==> config.mk <==
export PLATFORM = sky130hd
export DESIGN_NAME = stale_channel_repeater
export DESIGN_NICKNAME = d
export VERILOG_FILES = /design/src/sv/scr_pkg.sv /design/src/sv/scr_cell.sv /design/src/sv/stale_channel_repeater.sv
export SDC_FILE = /design/constraint.sdc
export NUM_CORES = 2
export LEC_CHECK = 0
export ABC_CLOCK_PERIOD_IN_PS = 66200
export BUFFER_PORTS_ARGS = -buffer_cell sky130_fd_sc_hd__buf_4
export CELL_PAD_IN_SITES_DETAIL_PLACEMENT = 1
export CELL_PAD_IN_SITES_GLOBAL_PLACEMENT = 1
export CORE_UTILIZATION = 53
export DETAILED_ROUTE_END_ITERATION = 6
export GPL_ROUTABILITY_DRIVEN = 0
export PLACE_DENSITY_LB_ADDON = 0.1
export SLEW_MARGIN = 20
export SYNTH_ARGS = -nofsm -noshare
export SYNTH_HDL_FRONTEND = slang
export SYNTH_SLANG_ARGS = --single-unit
==> constraint.sdc <==
create_clock -name clock -period 66.2 [get_ports clock]
set_input_delay 13.24 -clock clock [delete_from_list [all_inputs] [get_ports clock]]
set_output_delay 13.24 -clock clock [all_outputs]
set_load 0.01 [all_outputs]
==> src/sv/scr_pkg.sv <==
// Shared types and constants for the stale channel repeater.
// No dependencies.
`default_nettype none
package scr_pkg;
   localparam int CHANNELS = 16;
   localparam int CH_W = 4;
   localparam int CNT_W = 5;

   localparam logic [1:0] ACT_RECORD = 2'd0;
   localparam logic [1:0] ACT_POLL   = 2'd1;
   localparam logic [1:0] ACT_FORGET = 2'd2;
   localparam logic [1:0] ACT_CLEAR  = 2'd3;

   localparam logic [1:0] RES_ACK    = 2'd0;
   localparam logic [1:0] RES_SAMPLE = 2'd1;
   localparam logic [1:0] RES_SUMMARY = 2'd2;

   localparam logic [62:0] INTERVAL_RESET = 63'd1000000000;

   // one slot of the ring
   typedef struct packed {
      logic        valid;
      logic [63:0] activity;
      logic [63:0] value;
      logic [2:0]  kind;
   } entry_type;

   // control from top level to every cell
   typedef struct packed {
      logic             shift;     // rotate ring by one
      logic             wr;        // write head slot
      logic             clr_all;
      logic             clr_one;   // clear head slot
      logic [63:0]      now;
      logic [63:0]      value;
      logic [2:0]       kind;
   } cell_ctl_type;
endpackage
`default_nettype wire

==> src/sv/scr_cell.sv <==
// One slot of the rotating channel ring.
// Depends on scr_pkg.
`default_nettype none
module scr_cell (
   input  wire logic                 clock,
   input  wire logic                 reset,
   input  wire logic                 is_head,
   input  wire scr_pkg::cell_ctl_type ctl,
   input  wire scr_pkg::entry_type   from_prev,
   output scr_pkg::entry_type        slot
);
   scr_pkg::entry_type slot_ff, slot_in;

   always_comb begin
      slot_in = ctl.shift ? from_prev : slot_ff;
      if (is_head && !ctl.shift) begin
         if (ctl.wr) begin
            slot_in.valid    = 1'b1;
            slot_in.activity = ctl.now;
            slot_in.value    = ctl.value;
            slot_in.kind     = ctl.kind;
         end
         if (ctl.clr_one) slot_in.valid = 1'b0;
      end
      if (ctl.clr_all) slot_in.valid = 1'b0;
   end

   always_ff @(posedge clock) begin
      if (reset) begin
         slot_ff.valid <= 1'b0;
      end else begin
         slot_ff <= slot_in;
      end
   end

   assign slot = slot_ff;
endmodule
`default_nettype wire

==> src/sv/stale_channel_repeater.sv <==
// Top level of the stale channel repeater: a ring of sixteen cells plus control.
// Depends on scr_pkg and scr_cell.
`default_nettype none
// Caches the last accepted sample per channel in a ring of CHANNELS cells that
// rotates one place a cycle while a request seeks or scans and no due channel
// holds it. Only the head cell (ring position 0) is written, but for a clear
// of all cells; a rotation pointer tracks which channel sits at the head. A
// record or forget rotates the wanted channel to the head, acts on it, then
// loads the acknowledge; clear acts in its accept cycle, and its acknowledge
// is loaded once the output register is free. A poll first rotates channel 0
// to the head, then rotates the ring once round, testing each channel at the
// head against the interval (sign test plus 64-bit magnitude, exact over 65
// bits); a due channel is emitted and restamped before the ring moves on, and
// the ring pauses there while a result waits in the output register. The
// summary follows the scan. A request is taken only when the previous one is
// finished, though its last result may still be waiting to be taken.
module stale_channel_repeater (
   input  wire logic         clock,
   input  wire logic         reset,
   input  wire logic         req_tvalid,
   output logic              req_tready,
   // tdata: channel[3:0], timestamp[67:4], value_kind[70:68],
   //        sample_value[134:71], write_accepted[135]
   input  wire logic [135:0] req_tdata,
   input  wire logic [1:0]   req_tuser,   // action
   output logic              rsp_tvalid,
   input  wire logic         rsp_tready,
   // tdata: out_channel[3:0], out_timestamp[67:4], out_kind[70:68],
   //        out_value[134:71], reemitted_count[139:135], channel_tracked[140]
   output logic [143:0]      rsp_tdata,
   output logic [1:0]        rsp_tuser,   // result_type
   output logic              rsp_tlast,
   input  wire logic         csr_we,
   input  wire logic [62:0]  csr_wdata
);
   localparam int N = scr_pkg::CHANNELS;
   localparam logic [1:0] ST_IDLE = 2'd0;
   localparam logic [1:0] ST_SEEK = 2'd1;
   localparam logic [1:0] ST_POLL = 2'd2;
   localparam logic [1:0] ST_DONE = 2'd3;

   logic [62:0] interval_ff;
   logic [1:0]  state_ff, state_in;
   logic [scr_pkg::CH_W-1:0] head_ff, head_in;   // channel at the head
   logic [scr_pkg::CH_W:0]   steps_ff, steps_in; // poll rotations done
   logic [scr_pkg::CNT_W-1:0] cnt_ff, cnt_in;
   logic [1:0]  act_ff, act_in;
   logic [3:0]  ch_ff, ch_in;
   logic [63:0] ts_ff, ts_in, val_ff, val_in;
   logic [2:0]  kind_ff, kind_in;
   logic        acc_ff, acc_in;
   logic        emitted_ff, emitted_in;   // head already emitted this visit

   logic         ov_ff, ov_in, ol_ff, ol_in, otrk_ff, otrk_in;
   logic [1:0]   otype_ff, otype_in;
   logic [3:0]   och_ff, och_in;
   logic [63:0]  ots_ff, ots_in, oval_ff, oval_in;
   logic [2:0]   okind_ff, okind_in;
   logic [4:0]   ocnt_ff, ocnt_in;

   scr_pkg::cell_ctl_type ctl;
   scr_pkg::entry_type    slots [N];

   genvar g;
   for (g = 0; g < N; g++) begin : g_ring
      scr_cell u_cell (
         .clock(clock), .reset(reset), .is_head(g == 0), .ctl(ctl),
         .from_prev(g == N-1 ? slots[0] : slots[g+1]), .slot(slots[g]));
   end

   scr_pkg::entry_type head;
   logic  free, due, older;
   logic [63:0] age;

   // age is exact once the negative case is excluded by the signed compare
   always_comb begin
      head = slots[0];
      older = $signed(ts_ff) < $signed(head.activity);
      age = ts_ff - head.activity;
      due = head.valid && !older && (age >= {1'b0, interval_ff});
   end

   assign free = !ov_ff || rsp_tready;
   assign req_tready = (state_ff == ST_IDLE);

   always_comb begin
      state_in = state_ff; head_in = head_ff; steps_in = steps_ff;
      cnt_in = cnt_ff; act_in = act_ff; ch_in = ch_ff; ts_in = ts_ff;
      val_in = val_ff; kind_in = kind_ff; acc_in = acc_ff;
      emitted_in = emitted_ff;
      ov_in = ov_ff && !rsp_tready;
      otype_in = otype_ff; och_in = och_ff; ots_in = ots_ff; okind_in = okind_ff;
      oval_in = oval_ff; ocnt_in = ocnt_ff; otrk_in = otrk_ff; ol_in = ol_ff;
      ctl = '0;
      ctl.now = ts_ff; ctl.value = val_ff; ctl.kind = kind_ff;
      case (state_ff)
         ST_IDLE: begin
            if (req_tvalid && req_tready) begin
               act_in = req_tuser; ch_in = req_tdata[3:0];
               ts_in = req_tdata[67:4]; kind_in = req_tdata[70:68];
               val_in = req_tdata[134:71]; acc_in = req_tdata[135];
               steps_in = '0; cnt_in = '0; emitted_in = 1'b0;
               state_in = (req_tuser == scr_pkg::ACT_POLL) ? ST_POLL :
                          (req_tuser == scr_pkg::ACT_CLEAR) ? ST_DONE : ST_SEEK;
               if (req_tuser == scr_pkg::ACT_CLEAR) ctl.clr_all = 1'b1;
            end
         end
         ST_SEEK: begin
            if (head_ff == ch_ff) begin
               ctl.wr = (act_ff == scr_pkg::ACT_RECORD) && acc_ff;
               ctl.clr_one = (act_ff == scr_pkg::ACT_FORGET);
               state_in = ST_DONE;
            end else begin
               ctl.shift = 1'b1; head_in = head_ff + 1'b1;
            end
         end
         ST_POLL: begin
            if (steps_ff == '0 && head_ff != '0) begin
               // bring channel 0 to the head so the scan runs in ascending order
               ctl.shift = 1'b1; head_in = head_ff + 1'b1;
            end else if (steps_ff == (scr_pkg::CH_W+1)'(N)) begin
               state_in = ST_DONE;
            end else if (due && !emitted_ff) begin
               if (free) begin
                  ov_in = 1'b1; otype_in = scr_pkg::RES_SAMPLE; och_in = head_ff;
                  ots_in = ts_ff; okind_in = head.kind; oval_in = head.value;
                  ocnt_in = '0; otrk_in = 1'b1; ol_in = 1'b0;
                  cnt_in = cnt_ff + 1'b1; emitted_in = 1'b1;
                  ctl.wr = 1'b1;   // restamp with same value/kind
                  ctl.value = head.value; ctl.kind = head.kind;
               end
            end else begin
               ctl.shift = 1'b1; head_in = head_ff + 1'b1;
               steps_in = steps_ff + 1'b1; emitted_in = 1'b0;
            end
         end
         ST_DONE: begin
            if (free) begin
               ov_in = 1'b1; och_in = ch_ff; ots_in = '0; okind_in = '0;
               oval_in = '0; ol_in = 1'b1;
               otrk_in = slots[4'(ch_ff - head_ff)].valid;
               if (act_ff == scr_pkg::ACT_POLL) begin
                  otype_in = scr_pkg::RES_SUMMARY; ocnt_in = cnt_ff;
               end else begin
                  otype_in = scr_pkg::RES_ACK; ocnt_in = '0;
               end
               state_in = ST_IDLE;
            end
         end
         default: state_in = ST_IDLE;
      endcase
   end

   always_ff @(posedge clock) begin
      if (reset) begin
         state_ff <= ST_IDLE; head_ff <= '0; ov_ff <= 1'b0; cnt_ff <= '0;
         interval_ff <= scr_pkg::INTERVAL_RESET;
      end else begin
         state_ff <= state_in; head_ff <= head_in; ov_ff <= ov_in; cnt_ff <= cnt_in;
         if (csr_we) interval_ff <= csr_wdata;
      end
      steps_ff <= steps_in; act_ff <= act_in; ch_ff <= ch_in;
      ts_ff <= ts_in; val_ff <= val_in; kind_ff <= kind_in; acc_ff <= acc_in;
      emitted_ff <= emitted_in;
      otype_ff <= otype_in; och_ff <= och_in; ots_ff <= ots_in;
      okind_ff <= okind_in; oval_ff <= oval_in; ocnt_ff <= ocnt_in;
      otrk_ff <= otrk_in; ol_ff <= ol_in;
   end

   assign rsp_tvalid = ov_ff;
   assign rsp_tuser  = otype_ff;
   assign rsp_tlast  = ol_ff;
   assign rsp_tdata  = {3'b000, otrk_ff, ocnt_ff, oval_ff, okind_ff, ots_ff, och_ff};

   // requests only taken when idle
   assert property (@(posedge clock) disable iff (reset)
      (req_tvalid && req_tready) |-> state_ff == ST_IDLE)
      else $error("request taken while busy");
   // re-emit count never exceeds the channel count
   assert property (@(posedge clock) disable iff (reset)
      cnt_ff <= 5'(N)) else $error("re-emit count overflow");
   // a summary always closes a request
   assert property (@(posedge clock) disable iff (reset)
      (rsp_tvalid && rsp_tuser == scr_pkg::RES_SUMMARY) |-> rsp_tlast)
      else $error("summary without last");
endmodule
`default_nettype wire
Word level (Yosys, flattened, before mapping). Index checks and enable logic that the tools add are counted.

Register bits after elaboration: 2475. Latch bits: 0. Memory bits (writable): 0. Bits in read-only memories: 0. Word-level logic and storage cells: 254. Memories: 0.

$add $sub $neg: 5. $mul: 0. Divide/modulo/power cells: 0. $lt $le $gt $ge: 3. Eq/ne operators: 23. Shift operators: 0. Muxes and demuxes: 107. Bitwise logic cells: 2. Reductions and logical operators: 29.

Operators by type and width (count): 132-bit two-way mux (5); 64-bit two-way mux (9); 132-bit binary-select mux with 4-bit select (1); 67-bit two-way mux (5); 64-bit one-hot mux with 2 select lines (2); 5-bit two-way mux (14); 64-bit by 63-bit greater-or-equal comparator with 1-bit output (1); 64-bit less-than comparator (1); 64-bit subtractor (1); 4-bit two-way mux (9); 1-bit two-way mux (30); 5-bit one-hot mux with 2 select lines (3); 2-bit two-way mux (14); 2-bit != test (second input constant) (9); 4-bit one-hot mux with 2 select lines (2); 3-bit two-way mux (5); 5-bit AND reduction (3); 6-bit AND reduction (2); 5-bit by 1-bit adder with 5-bit output (second input constant) (2); 3-bit != test (second input constant) (3); 2-bit equality test (second input constant) (4); 1-bit one-hot mux with 2 select lines (4); 2-bit one-hot mux with 2 select lines (2); 2-bit one-hot mux with 4 select lines (1); other kinds (21) (37).

Logic depth before layout (Yosys ltp).
Depth in word-level cells: 13. Gate-level depth with buffers: 31. Gate-level depth less buffers: 27.

Cells and area by module. A second synthesis with hierarchy kept.

Cells, all modules: 8579. Area total of the unflattened synthesis: 138512.8 µm².

By module, submodules not included: scr_cell (times used 16, cells each 428, area an instance 7440.9 µm²); stale_channel_repeater (times used 1, cells each 1731, area an instance 19458.7 µm²).

Least setup slack after synthesis. Ideal clock, no wire load.

Path kind: input port to flip-flop. Start point: input port reset. End point: register g_ring[10].u_cell.slot_ff (netlist bit g_ring[10].u_cell.slot[0]) (enable). Setup time: 2.607 ns. Data arrival time: 57.320 ns. Path slack: 6.273 ns. Stages on the path: 3. Path buffers: 1. Cell sequence: clkbuf_1 > clkinv_1 > and2_1.

Cells in the longest elaborated chain, start to end: 2.

Ends and longest elaborated chain: start, declared (RTL line stale_channel_repeater.sv:19) `input wire logic reset,`; 1-bit NOT (no line); 2-bit AND reduction (no line); end signal, assigned (RTL line scr_cell.sv:32) `slot_ff <= slot_in;`; end, declared (RTL line scr_cell.sv:12) `scr_pkg::entry_type slot_ff, slot_in;`.

No other way between the ends. A chain may end at the register's enable or synchronous reset.

Worst setup path after layout.
Start point: input port reset. End point: register g_ring[13].u_cell.slot_ff (netlist bit g_ring[13].u_cell.slot[77]) (enable).

Cells in the longest elaborated chain, start to end: 2.

Ends and longest elaborated chain (RTL line): 1-bit NOT (no line); 2-bit AND reduction (no line); end signal, assigned (scr_cell.sv:32); end, declared (scr_cell.sv:12).

No other way between the ends.

==> flow_summary.json <==
{
  "status": "completed",
  "core_area_sq_um": 159000,
  "clk_path_buf_depth": 3,
  "p_leak_nw": 32.7,
  "required_ns": 66.66,
  "synthesis.area_sq_um": 84800,
  "grt_pass1_wl_mm": 243,
  "ios": 355,
  "setup.worst_path.class": "in2reg",
  "peakVddDrop_uv": 31.7,
  "endpoint_kind": "flip-flop",
  "viasPerCell": 5.37,
  "hold_class": "reg2reg",
  "fp.dieH_um": 402,
  "drive_above_1_share_pct": 15.6,
  "root_buffer": "clkbuf_16",
  "yosysWarnings": 0,
  "cts_setup_buffers": 0,
  "min_period_ns": 17.95,
  "grt_util_all_layers_pct": 20.3,
  "post-route-period-util_pct": 27.1,
  "synth_cell_types": 83,
  "powerDensity_nw_per_um2": 42.9,
  "critPathMaxFanout": 91,
  "ant_nets": 0,
  "clk_pin_slew_ns": 0.06,
  "rows": 146,
  "arrival_ns": 18.42,
  "r2r_cells": 27,
  "startpoint_type": "input port",
  "netlist_top_cells_area": "edfxtp_1 (84%), dfxtp_1 (2.1%), ha_1 (2.1%), mux2i_1 (1.7%), nor2b_1 (1.0%)",
  "portBuffers": 351,
  "skew_ns": 0.0421,
  "p_seq_share_pct": 53.3,
  "cts_tree": "built",
  "grt_max_degree": 219,
  "drt_iter0_drc": 3036,
  "ys_top_cells_by_count": "edfxtp_1 (2384), nand2_1 (167), inv_1 (165), mux2i_1 (143)",
  "ys_async_sr_fraction_pct": 0,
  "synthCells": 4189,
  "wl_per_cell_um": 23.3,
  "vias": 37500,
  "antenna_found_initial": 16,
  "synthSimpleGateAreaFrac_pct": 3.71,
  "synth_top_family_by_area": "simple AND/OR/NAND/NOR gates",
  "synth_top_cell_by_area": "edfxtp_1",
  "finalHoldViolations": 0,
  "firstDrtPassIters": 5,
  "dp_slack_ns": 47.01,
  "die_area_sq_um": 162000,
  "postCtsHoldBufs": 0,
  "switching_share_pct": 26.6,
  "max-cap-violations": 0,
  "die_w_um": 402,
  "wl_mm": 163,
  "synth_compound_area_share_pct": 3.68,
  "htreeDepth": 4,
  "synth_mux_area_share_pct": 1.83,
  "clkLatencyLatePin_ns": 0.85,
  "drc": 0,
  "ys_seq_area_share_pct": 86.6,
  "nets": 5057,
  "synth.most_common_cell": "edfxtp_1",
  "clock_sinks": 2475,
  "synth_fa_ha_area_share_pct": 2.10,
  "tightest_slew_ns": 1.17,
  "dpl.hpwl_mm": 102,
  "worst-r2r-setup-slack_ns": 54.88,
  "rsz0062_at_grt": "no",
  "synthFlopType": "edfxtp_1",
  "initial_core_util_pct": 53.5,
  "setup_tns_ns": 0,
  "syn_avg_cell_area_sq_um": 20.2,
  "max-slew-margin-rel_pct": 22.1,
  "fill_cells": 13400,
  "synth_top_area_share_pct": 84.4,
  "globalRouteOverflowTotal": 0,
  "synth_xor_area_share_pct": 0.661,
  "startpoint": "reset",
  "rr_endpoint": "g_ring[13].u_cell.slot[77]",
  "slew_violations": 0,
  "cts_buffers": 237,
  "power.switching_w": 0.00111,
  "synth_edf_count": 2384,
  "cts_resized": 0,
  "grt_pass1_vias": 39100,
  "ys_ff_latch": 2475,
  "fmaxAchievable_ghz": 0.0557,
  "setup_viol": 0,
  "crit_end": "g_ring[13].u_cell.slot[77]",
  "worst_slack_ns": 48.25,
  "combPwrFrac_pct": 15.9,
  "area_growth_pct": 14.8,
  "clkPwrFrac_pct": 30.7,
  "rr_startpoint": "ts_ff[0]",
  "intPower_w": 0.00307
}
==> critical path, stage by stage <==
cell	delay [ns]
buf_4	0.24
inv_4	0.46
and2_4	0.77
buf_4	0.85
buf_4	0.89
buf_4	0.94
buf_6	0.71
==> power by group through the flow <==
stage / clock (W) / combinational (W) / sequential, W
2_1_floorplan: 0 / 0.000461 / 0.00265
3_3_place_gp: 0 / 0.000640 / 0.00224
3_5_place_dp: 0 / 0.000668 / 0.00226
4_1_cts: 0.00132 / 0.000671 / 0.00224
5_1_grt: 0.00137 / 0.000740 / 0.00226
6_report: 0.00128 / 0.000666 / 0.00223
==> routing by layer <==
layer | share of wire, % | up-vias | global-route usage [%]
met5 | 0.050 | - | 0
met4 | 2.3 | 12 | 5.94
met3 | 4.6 | 255 | 3.55
met2 | 47 | 763 | 31.7
met1 | 46 | 19300 | 29.6
li1 | - | 17200 | -
==> sequential cells by signal, summed over array words and instances (netlist names), 5 cells and up <==
| signal | count |
|---|---|
| g_ring.u_cell.slot | 2112 |
| interval_ff | 63 |
| oval_ff | 64 |
| ocnt_ff | 5 |
| ots_ff | 64 |
| val_ff | 64 |
| cnt_ff | 5 |
| steps_ff | 5 |
| ts_ff | 64 |
==> placed cells by master, fill, tap and decap left out, types with 6 or more instances in the layout <==
cell        instances
a211oi_1            9
a21o_1             42
a21oi_1           113
a31oi_1            16
and2_1             13
buf_4             381
bufinv_16          15
clkbuf_1           61
clkbuf_16         241
clkinv_1           45
clkinv_2           43
clkinvlp_4          9
dfxtp_1            91
edfxtp_1         2384
ha_1              138
inv_1             164
inv_6               8
mux2i_1           143
nand2_1           167
nand2b_1           67
nand3_1            30
nand4_1            22
nor2_1            130
nor2b_1           139
nor3_1             13
o211ai_1           25
o21a_1              7
o21ai_0            83
o21ai_1            54
o21bai_1            9
o221a_1            40
o221a_2            16
or3_1               6
xnor2_1            42
xor2_1             22
==> per-stage QoR <==
stage | power [W] | util, % | cell area (sq um) | hold WS, ns | cells
CTS | 0.00423 | 61.3 | 97200 | 0.397 | 6975
floorplan | 0.00311 | - | 84800 | 0.400 | 4191
finish | 0.00418 | 61.4 | 97300 | 0.403 | 6983
detailed placement | 0.00293 | 56.6 | 89800 | 0.405 | 6540
global route | 0.00437 | 61.4 | 97300 | 0.413 | 6978
global placement | 0.00288 | 56.6 | 89800 | 0.400 | 6540
==> how the worst min path moves through the flow <==
stage                                      startpoint                          end  slack, ns  cells past startpoint
final                      g_ring[9].u_cell.slot[107]   g_ring[8].u_cell.slot[107]       0.40                      0
after global routing       g_ring[9].u_cell.slot[130]   g_ring[8].u_cell.slot[130]       0.41                      0
after CTS                  g_ring[9].u_cell.slot[107]   g_ring[8].u_cell.slot[107]       0.40                      0
after detailed placement  g_ring[13].u_cell.slot[103]  g_ring[12].u_cell.slot[103]       0.41                      0
after global placement      g_ring[7].u_cell.slot[36]    g_ring[6].u_cell.slot[36]       0.40                      0
after floorplan             g_ring[11].u_cell.slot[0]    g_ring[10].u_cell.slot[0]       0.40                      0
==> cell families (layout without fill, tap and decap cells) <==
kind of cell,after synthesis,in the layout
muxes,149,149
adders and majority gates,141,141
xor gates and xnor gates,64,64
other,1,8
AOI/OAI and AO/OA,462,462
buffers and inverters,276,991
DFF,2475,2475
and+or+nand+nor,621,621
==> layout make-up <==
cell class | instances | area [sq um] | share of cell area [%]
flip-flops and latches | 2475 | 73400 | 75.4
multi-input cells | 1440 | 10200 | 10.5
clock buffers | 306 | 6310 | 6.49
repair buffers | 389 | 3030 | 3.12
well taps | 2072 | 2590 | 2.66
clock inverters | 129 | 1110 | 1.15
inverters | 167 | 637 | 0.654
diodes | 5 | 12.5 | 0.0129
(Power assumes the default switching activity.)
